[src/hdl/bssa_pkg.sv]
// Shared types and constants for the bitmap slab slot allocator.
// Payload structs, status and request codes, register indexes, and the
// controller/datapath command and status bundles. No dependencies.
package bssa_pkg;

  // request codes
  localparam logic REQ_ALLOC = 1'b0;
  localparam logic REQ_FREE  = 1'b1;

  // result status codes
  localparam logic [1:0] ST_ALLOC   = 2'd0;
  localparam logic [1:0] ST_FREED   = 2'd1;
  localparam logic [1:0] ST_FULL    = 2'd2;
  localparam logic [1:0] ST_IGNORED = 2'd3;

  // configuration port
  localparam int CFG_IW = 1;
  localparam int CFG_DW = 7;
  localparam logic [CFG_IW-1:0] CFG_SLOTS = 1'b0;
  localparam logic [CFG_IW-1:0] CFG_LIMIT = 1'b1;
  localparam logic [6:0] SLOTS_RST = 7'd64;
  localparam logic [4:0] LIMIT_RST = 5'd16;

  typedef struct packed {
    logic       req_type;
    logic [3:0] free_slab;
    logic [5:0] free_slot;
  } in_item_t;

  typedef struct packed {
    logic [1:0] status;
    logic [3:0] slab_index;
    logic [5:0] slot_index;
  } out_item_t;

  typedef struct packed {
    logic accept;
    logic rd_free;
    logic free_wr;
    logic ld_ign;
    logic ld_full;
    logic grow;
    logic rd_cur;
    logic scan;
    logic alloc_wr;
    logic cur_inc;
    logic out_load;
  } cmd_t;

  typedef struct packed {
    logic in_is_free;
    logic free_bad;
    logic cur_past;
    logic can_grow;
    logic found;
    logic out_room;
  } sts_t;

endpackage

[src/hdl/bitmap_slab_slot_allocator_top.sv]
// Top level of the bitmap slab slot allocator: bssa_ctrl plus bssa_dp.
// Depends on bssa_pkg for payload structs and control bundles.
//
//   channel | direction | handshake          | payload
//   in_     | input     | in_valid/in_stall  | bssa_pkg::in_item_t
//   out_    | output    | out_valid/out_stall| bssa_pkg::out_item_t
//   cfg_    | input     | cfg_we             | cfg_index, cfg_wdata
//
// One request at a time. A free goes through check and write states to the result
// register (only the check when out of range). An allocate runs a read, search
// and pick loop, repeated for every full slab stepped over, with a grow step for
// every slab brought into use (a pool that is full ends at the check), on the
// single bitmap memory read port.
// Reset (synchronous) clears the per-slab valid bits at once; no clearing pass.
// A stalled result waits in the output register while the next request runs.
module bitmap_slab_slot_allocator_top #(
  parameter int MAX_SLABS          = 16,
  parameter int SLOT_BITS_PER_SLAB = 64
) (
  input  logic                        clk,
  input  logic                        rst_n,
  input  logic                        cfg_we,
  input  logic [bssa_pkg::CFG_IW-1:0] cfg_index,
  input  logic [bssa_pkg::CFG_DW-1:0] cfg_wdata,
  input  logic                        in_valid,
  output logic                        in_stall,
  input  bssa_pkg::in_item_t          in_data,
  output logic                        out_valid,
  input  logic                        out_stall,
  output bssa_pkg::out_item_t         out_data
);

  bssa_pkg::cmd_t cmd;
  bssa_pkg::sts_t sts;

  bssa_ctrl u_ctrl (
    .clk      (clk),
    .rst_n    (rst_n),
    .in_valid (in_valid),
    .in_stall (in_stall),
    .sts      (sts),
    .cmd      (cmd)
  );

  bssa_dp #(
    .MAX_SLABS          (MAX_SLABS),
    .SLOT_BITS_PER_SLAB (SLOT_BITS_PER_SLAB)
  ) u_dp (
    .clk       (clk),
    .rst_n     (rst_n),
    .cfg_we    (cfg_we),
    .cfg_index (cfg_index),
    .cfg_wdata (cfg_wdata),
    .in_data   (in_data),
    .out_valid (out_valid),
    .out_stall (out_stall),
    .out_data  (out_data),
    .cmd       (cmd),
    .sts       (sts)
  );

endmodule

[src/hdl/bssa_ctrl.sv]
// Controller for the slab slot allocator: one-hot state machine that
// sequences free and allocate requests. Uses bssa_pkg cmd_t / sts_t.
module bssa_ctrl (
  input  logic          clk,
  input  logic          rst_n,
  input  logic          in_valid,
  output logic          in_stall,
  input  bssa_pkg::sts_t sts,
  output bssa_pkg::cmd_t cmd
);

  typedef enum logic [6:0] {
    S_IDLE      = 7'b0000001,
    S_FREE_CHK  = 7'b0000010,
    S_FREE_WR   = 7'b0000100,
    S_ALLOC_CHK = 7'b0001000,
    S_SCAN      = 7'b0010000,
    S_PICK      = 7'b0100000,
    S_DONE      = 7'b1000000
  } state_t;

  state_t state_r, state_nxt;

  always_ff @(posedge clk) begin
    if (!rst_n) begin
      state_r <= S_IDLE;
    end else begin
      state_r <= state_nxt;
    end
  end

  assign in_stall = (state_r != S_IDLE);

  always_comb begin
    state_nxt = state_r;
    cmd       = '0;
    case (state_r)
      S_IDLE: begin
        if (in_valid) begin
          cmd.accept = 1'b1;
          state_nxt  = sts.in_is_free ? S_FREE_CHK : S_ALLOC_CHK;
        end
      end
      S_FREE_CHK: begin
        if (sts.free_bad) begin
          cmd.ld_ign = 1'b1;
          state_nxt  = S_DONE;
        end else begin
          cmd.rd_free = 1'b1;
          state_nxt   = S_FREE_WR;
        end
      end
      S_FREE_WR: begin
        cmd.free_wr = 1'b1;
        state_nxt   = S_DONE;
      end
      S_ALLOC_CHK: begin
        if (sts.cur_past) begin
          // pointer ran off the slabs in use: bring one more in, or give up
          if (sts.can_grow) begin
            cmd.grow = 1'b1;
          end else begin
            cmd.ld_full = 1'b1;
            state_nxt   = S_DONE;
          end
        end else begin
          cmd.rd_cur = 1'b1;
          state_nxt  = S_SCAN;
        end
      end
      S_SCAN: begin
        cmd.scan  = 1'b1;
        state_nxt = S_PICK;
      end
      S_PICK: begin
        if (sts.found) begin
          cmd.alloc_wr = 1'b1;
          state_nxt    = S_DONE;
        end else begin
          cmd.cur_inc = 1'b1;
          state_nxt   = S_ALLOC_CHK;
        end
      end
      S_DONE: begin
        if (sts.out_room) begin
          cmd.out_load = 1'b1;
          state_nxt    = S_IDLE;
        end
      end
      default: begin
        state_nxt = S_IDLE;
      end
    endcase
  end

endmodule

[src/hdl/bssa_dp.sv]
// Datapath for the slab slot allocator: config registers, bitmap memory
// with per-slab valid bits, two-step free-slot search, output register.
// Driven by bssa_ctrl through bssa_pkg cmd_t / sts_t.
module bssa_dp #(
  parameter int MAX_SLABS          = 16,
  parameter int SLOT_BITS_PER_SLAB = 64
) (
  input  logic                          clk,
  input  logic                          rst_n,
  input  logic                          cfg_we,
  input  logic [bssa_pkg::CFG_IW-1:0]   cfg_index,
  input  logic [bssa_pkg::CFG_DW-1:0]   cfg_wdata,
  input  bssa_pkg::in_item_t            in_data,
  output logic                          out_valid,
  input  logic                          out_stall,
  output bssa_pkg::out_item_t           out_data,
  input  bssa_pkg::cmd_t                cmd,
  output bssa_pkg::sts_t                sts
);

  localparam int SW   = $clog2(MAX_SLABS + 1);
  localparam int AW   = (MAX_SLABS > 1) ? $clog2(MAX_SLABS) : 1;
  localparam int BW   = SLOT_BITS_PER_SLAB;
  localparam int IW   = (BW > 1) ? $clog2(BW) : 1;
  localparam int NGRP = (BW + 7) / 8;
  localparam int PADW = NGRP * 8;
  localparam int CW   = (SW > 5) ? SW : 5;

  // configuration
  logic [6:0] slots_per_slab_r;
  logic [4:0] slab_limit_r;

  always_ff @(posedge clk) begin
    if (!rst_n) begin
      slots_per_slab_r <= bssa_pkg::SLOTS_RST;
      slab_limit_r     <= bssa_pkg::LIMIT_RST;
    end else if (cfg_we) begin
      case (cfg_index)
        bssa_pkg::CFG_SLOTS: slots_per_slab_r <= cfg_wdata[6:0];
        bssa_pkg::CFG_LIMIT: slab_limit_r     <= cfg_wdata[4:0];
        default: ;
      endcase
    end
  end

  logic [6:0]    eff_slots;
  logic [CW-1:0] lim_ext;
  logic [CW-1:0] eff_lim;

  always_comb begin
    if (slots_per_slab_r == 7'd0) begin
      eff_slots = 7'd1;
    end else if (slots_per_slab_r > 7'(BW)) begin
      eff_slots = 7'(BW);
    end else begin
      eff_slots = slots_per_slab_r;
    end
    lim_ext = CW'(slab_limit_r);
    if (lim_ext == '0) begin
      eff_lim = CW'(1);
    end else if (lim_ext > CW'(MAX_SLABS)) begin
      eff_lim = CW'(MAX_SLABS);
    end else begin
      eff_lim = lim_ext;
    end
  end

  // request and slab pointers
  bssa_pkg::in_item_t req_r;
  logic [SW-1:0]      cur_r, cur_nxt;
  logic [SW-1:0]      in_use_r, in_use_nxt;

  always_ff @(posedge clk) begin
    if (cmd.accept) begin
      req_r <= in_data;
    end
  end

  always_comb begin
    cur_nxt    = cur_r;
    in_use_nxt = in_use_r;
    if (cmd.cur_inc) begin
      cur_nxt = cur_r + SW'(1);
    end else if (cmd.free_wr && (CW'(cur_r) > CW'(req_r.free_slab))) begin
      cur_nxt = SW'(req_r.free_slab);
    end
    if (cmd.grow) begin
      in_use_nxt = in_use_r + SW'(1);
    end
  end

  always_ff @(posedge clk) begin
    if (!rst_n) begin
      cur_r    <= '0;
      in_use_r <= SW'(1);
    end else begin
      cur_r    <= cur_nxt;
      in_use_r <= in_use_nxt;
    end
  end

  // bitmap memory; a slab whose valid bit is clear reads as all free
  logic [BW-1:0]        mem [MAX_SLABS];
  logic [MAX_SLABS-1:0] valid_r;
  logic [BW-1:0]        rd_data_r;
  logic                 rd_valid_r;
  logic [AW-1:0]        free_addr, cur_addr, rd_addr, wr_addr;
  logic                 mem_re, mem_we;
  logic [BW-1:0]        wr_data;
  logic [BW-1:0]        eff_bits;
  logic [IW-1:0]        pick_slot;
  logic [IW-1:0]        free_slot_ix;

  assign free_addr    = AW'(req_r.free_slab);
  assign cur_addr     = AW'(cur_r);
  assign free_slot_ix = IW'(req_r.free_slot);
  assign mem_re       = cmd.rd_cur | cmd.rd_free;
  assign rd_addr      = cmd.rd_free ? free_addr : cur_addr;
  assign mem_we       = cmd.alloc_wr | cmd.free_wr;
  assign wr_addr      = cmd.free_wr ? free_addr : cur_addr;
  assign eff_bits     = rd_valid_r ? rd_data_r : '0;
  assign wr_data      = cmd.free_wr ? (eff_bits & ~(BW'(1) << free_slot_ix))
                                    : (eff_bits | (BW'(1) << pick_slot));

  always_ff @(posedge clk) begin
    if (mem_we) begin
      mem[wr_addr] <= wr_data;
    end
    if (mem_re) begin
      rd_data_r  <= mem[rd_addr];
      rd_valid_r <= valid_r[rd_addr];
    end
  end

  always_ff @(posedge clk) begin
    if (!rst_n) begin
      valid_r <= '0;
    end else begin
      if (cmd.grow) begin
        valid_r[AW'(in_use_r)] <= 1'b0;
      end
      if (mem_we) begin
        valid_r[wr_addr] <= 1'b1;
      end
    end
  end

  // free-slot search: lowest zero per 8-bit group, then lowest group
  logic [PADW-1:0] pad_bits;
  logic [NGRP-1:0] grp_free;
  logic [2:0]      grp_idx [NGRP];
  logic [NGRP-1:0] grp_free_r;
  logic [2:0]      grp_idx_r [NGRP];

  always_comb begin
    pad_bits = '1;
    for (int i = 0; i < BW; i++) begin
      pad_bits[i] = eff_bits[i] | (7'(i) >= eff_slots);
    end
    for (int g = 0; g < NGRP; g++) begin
      grp_free[g] = ~&pad_bits[g*8 +: 8];
      grp_idx[g]  = 3'd0;
      for (int b = 7; b >= 0; b--) begin
        if (!pad_bits[g*8 + b]) begin
          grp_idx[g] = 3'(b);
        end
      end
    end
  end

  always_ff @(posedge clk) begin
    if (cmd.scan) begin
      grp_free_r <= grp_free;
      grp_idx_r  <= grp_idx;
    end
  end

  logic       found;
  logic [6:0] pick_ix;

  always_comb begin
    found   = 1'b0;
    pick_ix = 7'd0;
    for (int g = NGRP - 1; g >= 0; g--) begin
      if (grp_free_r[g]) begin
        found   = 1'b1;
        pick_ix = 7'(g * 8) + 7'(grp_idx_r[g]);
      end
    end
  end

  assign pick_slot = IW'(pick_ix);

  // result hold and output register
  bssa_pkg::out_item_t res_r;
  bssa_pkg::out_item_t out_data_r;
  logic                out_valid_r;

  always_ff @(posedge clk) begin
    if (cmd.alloc_wr) begin
      res_r.status     <= bssa_pkg::ST_ALLOC;
      res_r.slab_index <= 4'(cur_r);
      res_r.slot_index <= 6'(pick_slot);
    end else if (cmd.free_wr) begin
      res_r.status     <= bssa_pkg::ST_FREED;
      res_r.slab_index <= req_r.free_slab;
      res_r.slot_index <= req_r.free_slot;
    end else if (cmd.ld_full) begin
      res_r.status     <= bssa_pkg::ST_FULL;
      res_r.slab_index <= '0;
      res_r.slot_index <= '0;
    end else if (cmd.ld_ign) begin
      res_r.status     <= bssa_pkg::ST_IGNORED;
      res_r.slab_index <= '0;
      res_r.slot_index <= '0;
    end
    if (cmd.out_load) begin
      out_data_r <= res_r;
    end
  end

  always_ff @(posedge clk) begin
    if (!rst_n) begin
      out_valid_r <= 1'b0;
    end else if (cmd.out_load) begin
      out_valid_r <= 1'b1;
    end else if (!out_stall) begin
      out_valid_r <= 1'b0;
    end
  end

  assign out_valid = out_valid_r;
  assign out_data  = out_data_r;

  assign sts.in_is_free = (in_data.req_type == bssa_pkg::REQ_FREE);
  assign sts.free_bad   = (CW'(req_r.free_slab) >= CW'(in_use_r)) ||
                          (7'(req_r.free_slot) >= eff_slots);
  assign sts.cur_past   = (cur_r >= in_use_r);
  assign sts.can_grow   = (CW'(in_use_r) < eff_lim);
  assign sts.found      = found;
  assign sts.out_room   = !out_valid_r || !out_stall;

endmodule

[config.mk]
export PLATFORM = sky130hd
export DESIGN_NAME = bitmap_slab_slot_allocator_top
export DESIGN_NICKNAME = d
export VERILOG_FILES = /design/src/hdl/bssa_pkg.sv /design/src/hdl/bitmap_slab_slot_allocator_top.sv /design/src/hdl/bssa_ctrl.sv /design/src/hdl/bssa_dp.sv
export SDC_FILE = /design/constraint.sdc
export NUM_CORES = 2
export LEC_CHECK = 0
export ABC_AREA = 1
export BUFFER_PORTS_ARGS = -buffer_cell sky130_fd_sc_hd__buf_2
export CAP_MARGIN = 40
export CORE_ASPECT_RATIO = 1.5
export CORE_MARGIN = 3
export CORE_UTILIZATION = 25
export CTS_BUF_LIST = sky130_fd_sc_hd__clkbuf_16
export DETAILED_ROUTE_END_ITERATION = 8
export SYNTH_ARGS = -nofsm -noshare
export SYNTH_HDL_FRONTEND = slang
export SYNTH_SLANG_ARGS = --single-unit
[constraint.sdc]
create_clock -name clk -period 8.6 [get_ports clk]
set_input_delay 0.86 -clock clk [delete_from_list [all_inputs] [get_ports clk]]
set_output_delay 0.86 -clock clk [all_outputs]
set_load 0.005 [all_outputs]
==> summary.txt <==
Final layout
  – Most common cell after layout, fill and taps aside: sky130_fd_sc_hd__edfxtp_1
  – Fill cell count: 22274
  – Final nets: 5517
  – Final Core Density: 0.287
  – Commonest cells after routing, fill and taps aside: sky130_fd_sc_hd__edfxtp_1, sky130_fd_sc_hd__nand3_1, sky130_fd_sc_hd__nand2_1
  – Design area: 62600 um2
  – Area growth syn-to-layout: 13.9%
  – Fraction of final layout cells with drive strength greater than 1: 0.0735

Synth
  – Gate Count Post-Synth: 5459
  – Syn Area/Cell: 10.1 um2
  – Xor and xnor fraction of the mapped netlist area: 0.000319
  – Share of the synthesized area in compound gates (AO/OA/AOI/OAI): 0.0242
  – Warning count from the yosys run: 0
  – Largest family of logic cells by synthesized area: simple AND/OR/NAND/NOR gates
  – Total of flip-flops plus latches after synthesis: 1201
  – Synthesized-area fraction occupied by adder cells: 0.00637
  – Sequential share of the synthesized area: 0.647
  – Number of nets produced by synthesis: 5511
  – Number of enable-type register cells in the synthesized netlist: 1153
  – Simple-gate area share of the yosys netlist: 0.228
  – Share of async-settable or async-resettable flops after synthesis: 0
  – Count of unique library cells instantiated by Yosys: 43
  – Post-synthesis instance area: 55000 um2
  – Most common flop cell mapped by yosys: sky130_fd_sc_hd__edfxtp_1
  – Multiplexer share of the synthesized area: 0

Pwr
  – IR Drop Worst-Case VDD: 142 uV
  – Leakage power summed over all cells: 0.0250 uW
  – Total power density per cell area: 189 nW/um2

Detailed routing
  – Vias per cell: 4.76
  – Remaining antenna violation count: 0
  – WL per Instance: 20.5 um
  – DRC marker count from the first detailed-route iteration: 3787
  – Via count of the routed design: 40011
  – Final routed DRC violation total: 0
  – Detailed-router iteration count before antenna repair: 6
  – Sum of routed wire length over all layers: 172000 um

Die
  – Top-level port count: 38
  – Die height: 580 um
  – Row count: 210
  – Die Outline Area: 226000 um2
  – Core outline area: 218000 um2
  – Starting density of the core: 0.252
  – Floorplan die width: 389 um

Clock network
  – Reg clk slew, reported paths: 0.08 ns
  – CTS root buffer: sky130_fd_sc_hd__clkbuf_16
  – CTS Sinks: 1201
  – CTS HTree Levels: 3
  – Resize count post-CTS: 0
  – Number of hold buffers added after cts: 0
  – Setup fix buffers added after clock tree synthesis: 0
  – TritonCTS clock tree: yes
  – TritonCTS buffer count: 101
  – Worst-Skew Late Latency: 0.71 ns
  – Buffers from clock root to sink, at most: 3

Critical path
  – Critical path fanouts, max: 131
  – Worst EP arrival: 5.88 ns
  – CP required: 9.04 ns
  – Setup crit end kind: flip-flop
  – Reg-to-reg setup timing slack: 3.16 ns
  – Crit Path Category: flip-flop to flip-flop
  – Worst-case reg-to-reg path depth: 21
  – Crit Reg-Reg Endpoint: u_dp.rd_data_r[56]
  – Reg-to-Reg Start: u_dp.slots_per_slab_r[3]
  – Worst setup SP type: flip-flop

Place
  – Input/output buffers: 37
  – Post-detailed-placement half-perimeter wirelength: 97700 um
  – Global placement routability congestion: 1.01
  – Standard cell area after detailed placement: 59200 um2

Worst hold path
  – Hold path depth: 1
  – Hold_sp: in_data[8]
  – Hold Path Class: input pin to flip-flop
  – WHS Endpoint: u_dp.free_addr[2]

Timing
  – Highest attainable clock frequency: 184 MHz
  – Setup repair after global routing missed its margin: no
  – Transition time at the pin with the least slew margin: 0.984 ns
  – Max-slew headroom: 0.342
  – Final setup fails: 0
  – Hold Fails Final Rpt: 0
  – Clock skew: 0.0291 ns
  – Fin Setup TNS: 0 ns
  – Period utilization: 0.632
  – Slew Limit Fails: 0
  – Minimum period implied by the final worst setup slack: 5.44 ns

Run status
  – Run status: completed

GRT
  – Vias in the first global route: 38379
  – Remaining Overflow, GRT: 0
  – Number of antenna violations at the first check in global routing: 1
  – Pin count of the biggest net entering global routing: 149
  – Global-route wire length before repair: 252000 um
  – Tot GR Track Use: 0.147

Flow run
  – Max-Cap Viols: 0
==> registers in the layout (all words and copies together), names as in the netlist <==
register,cells
u_ctrl.state_r,7
u_dp.cur_r,5
u_dp.free_addr,4
u_dp.free_slot_ix,6
u_dp.grp_free_r,8
u_dp.grp_idx_r,24
u_dp.in_use_r,5
u_dp.lim_ext,5
u_dp.mem,1024
u_dp.out_data,12
u_dp.out_valid,1
u_dp.rd_data_r,64
u_dp.rd_valid_r,1
u_dp.res_r,12
u_dp.slots_per_slab_r,7
u_dp.valid_r,16
==> cells by family (layout without fill, tap and decap cells) <==
group           count (synthesis)  after routing
fa+ha+maj                      28             28
compound gates                233            233
xor+xnor                        2              2
other cells                     0              1
simple gates                 2706           2706
buf+inv                      1289           1381
flops                        1201           1201
==> worst max path at each step <==
stage | depth (start not counted) | slack, ns | to | startpoint
5_1_grt | 21 | 2.83 | u_dp.rd_data_r[45] | u_dp.slots_per_slab_r[4]
3_3_place_gp | 17 | 3.36 | u_dp.rd_data_r[4] | u_dp.slots_per_slab_r[6]
3_5_place_dp | 21 | 3.31 | u_dp.rd_data_r[56] | u_dp.slots_per_slab_r[4]
2_1_floorplan | 13 | 4.00 | u_dp.valid_r[11] | u_ctrl.state_r[5]
4_1_cts | 18 | 3.27 | u_dp.rd_data_r[21] | u_dp.slots_per_slab_r[6]
6_report | 21 | 3.16 | u_dp.rd_data_r[56] | u_dp.slots_per_slab_r[3]
==> synth_stat cells (3+ instances only) <==
| master | instances | share of area |
|---|---|---|
| sky130_fd_sc_hd__buf_4 | 32 | 0.0044 |
| sky130_fd_sc_hd__nand3_1 | 1142 | 0.10 |
| sky130_fd_sc_hd__clkinv_1 | 5 | 0.00034 |
| sky130_fd_sc_hd__buf_1 | 20 | 0.0014 |
| sky130_fd_sc_hd__nor3_1 | 14 | 0.0013 |
| sky130_fd_sc_hd__a21oi_1 | 88 | 0.0080 |
| sky130_fd_sc_hd__inv_1 | 985 | 0.067 |
| sky130_fd_sc_hd__o21ai_1 | 5 | 0.00046 |
| sky130_fd_sc_hd__nand4_1 | 63 | 0.0072 |
| sky130_fd_sc_hd__ha_1 | 28 | 0.0064 |
| sky130_fd_sc_hd__clkbuf_1 | 104 | 0.0071 |
| sky130_fd_sc_hd__nand3b_1 | 195 | 0.027 |
| sky130_fd_sc_hd__o21ai_0 | 67 | 0.0061 |
| sky130_fd_sc_hd__nor2_1 | 211 | 0.014 |
| sky130_fd_sc_hd__dfxtp_1 | 48 | 0.017 |
| sky130_fd_sc_hd__nor2_2 | 5 | 0.00057 |
| sky130_fd_sc_hd__a31oi_1 | 7 | 0.00080 |
| sky130_fd_sc_hd__o22ai_1 | 29 | 0.0033 |
| sky130_fd_sc_hd__edfxtp_1 | 1153 | 0.63 |
| sky130_fd_sc_hd__a21boi_0 | 7 | 0.00096 |
| sky130_fd_sc_hd__buf_2 | 139 | 0.013 |
| sky130_fd_sc_hd__nor4_1 | 3 | 0.00034 |
| sky130_fd_sc_hd__nand2_1 | 1065 | 0.073 |
| sky130_fd_sc_hd__o211ai_1 | 18 | 0.0025 |
==> cell type report <==
| cell class | count | area [um2] | share of cell area |
|---|---|---|---|
| Tap cell | 2862 | 3580 | 0.0572 |
| Clock inverter | 86 | 836 | 0.0133 |
| Antenna cell | 1 | 2.50 | 0.0000400 |
| Timing Repair Buffer | 200 | 1820 | 0.0291 |
| Clock buffer | 103 | 2580 | 0.0412 |
| Sequential cell | 1201 | 35600 | 0.568 |
| Multi-Input combinational cell | 2969 | 14500 | 0.232 |
| Inverter | 992 | 3730 | 0.0596 |
==> report_power, final <==
group / internal [uW] / switching (uW) / total, uW
clock network: 2620 / 2170 / 4790
registers: 6460 / 50.8 / 6510
logic: 126 / 381 / 508
==> routing by layer <==
layer	routed length, um	track usage	vias to the layer above
li1	-	-	18229
met1	64400	0.172	19506
met2	86400	0.263	1764
met3	11000	0.0151	512
met4	10600	0.0825	0
met5	0	0	-
==> critical path: stages, from the launching register on <==
cell,delay [ns]
sky130_fd_sc_hd__dfxtp_1,0.34
sky130_fd_sc_hd__nor2_1,0.18
sky130_fd_sc_hd__nand3_1,0.11
sky130_fd_sc_hd__nand2_1,0.12
sky130_fd_sc_hd__inv_1,0.05
sky130_fd_sc_hd__nor2_1,0.13
sky130_fd_sc_hd__inv_1,0.06
sky130_fd_sc_hd__ha_1,0.32
sky130_fd_sc_hd__nand2_1,0.08
sky130_fd_sc_hd__nor3_1,0.16
sky130_fd_sc_hd__nand2_1,0.10
sky130_fd_sc_hd__nand2_1,0.07
sky130_fd_sc_hd__nor2_1,0.04
sky130_fd_sc_hd__nand3_1,0.58
sky130_fd_sc_hd__nand2_8,0.57
sky130_fd_sc_hd__nand2_8,0.74
sky130_fd_sc_hd__buf_12,0.54
sky130_fd_sc_hd__nand2_1,0.12
sky130_fd_sc_hd__nand3_1,0.11
sky130_fd_sc_hd__nand3_1,0.10
sky130_fd_sc_hd__nand3_1,0.14
sky130_fd_sc_hd__nand2_1,0.10
==> per-stage QoR <==
stage	total power (uW)	hold WS, ns	worst slack [ns]	instances
final	11800	0.327	3.16	8414
after global routing	12100	0.327	2.83	8414
after CTS	11900	0.293	3.27	8412
after detailed placement	7140	0.406	3.31	8223
after global placement	7110	0.404	3.36	8169
after floorplan	6900	0.400	4.00	5459
(Power assumes the default switching activity.)
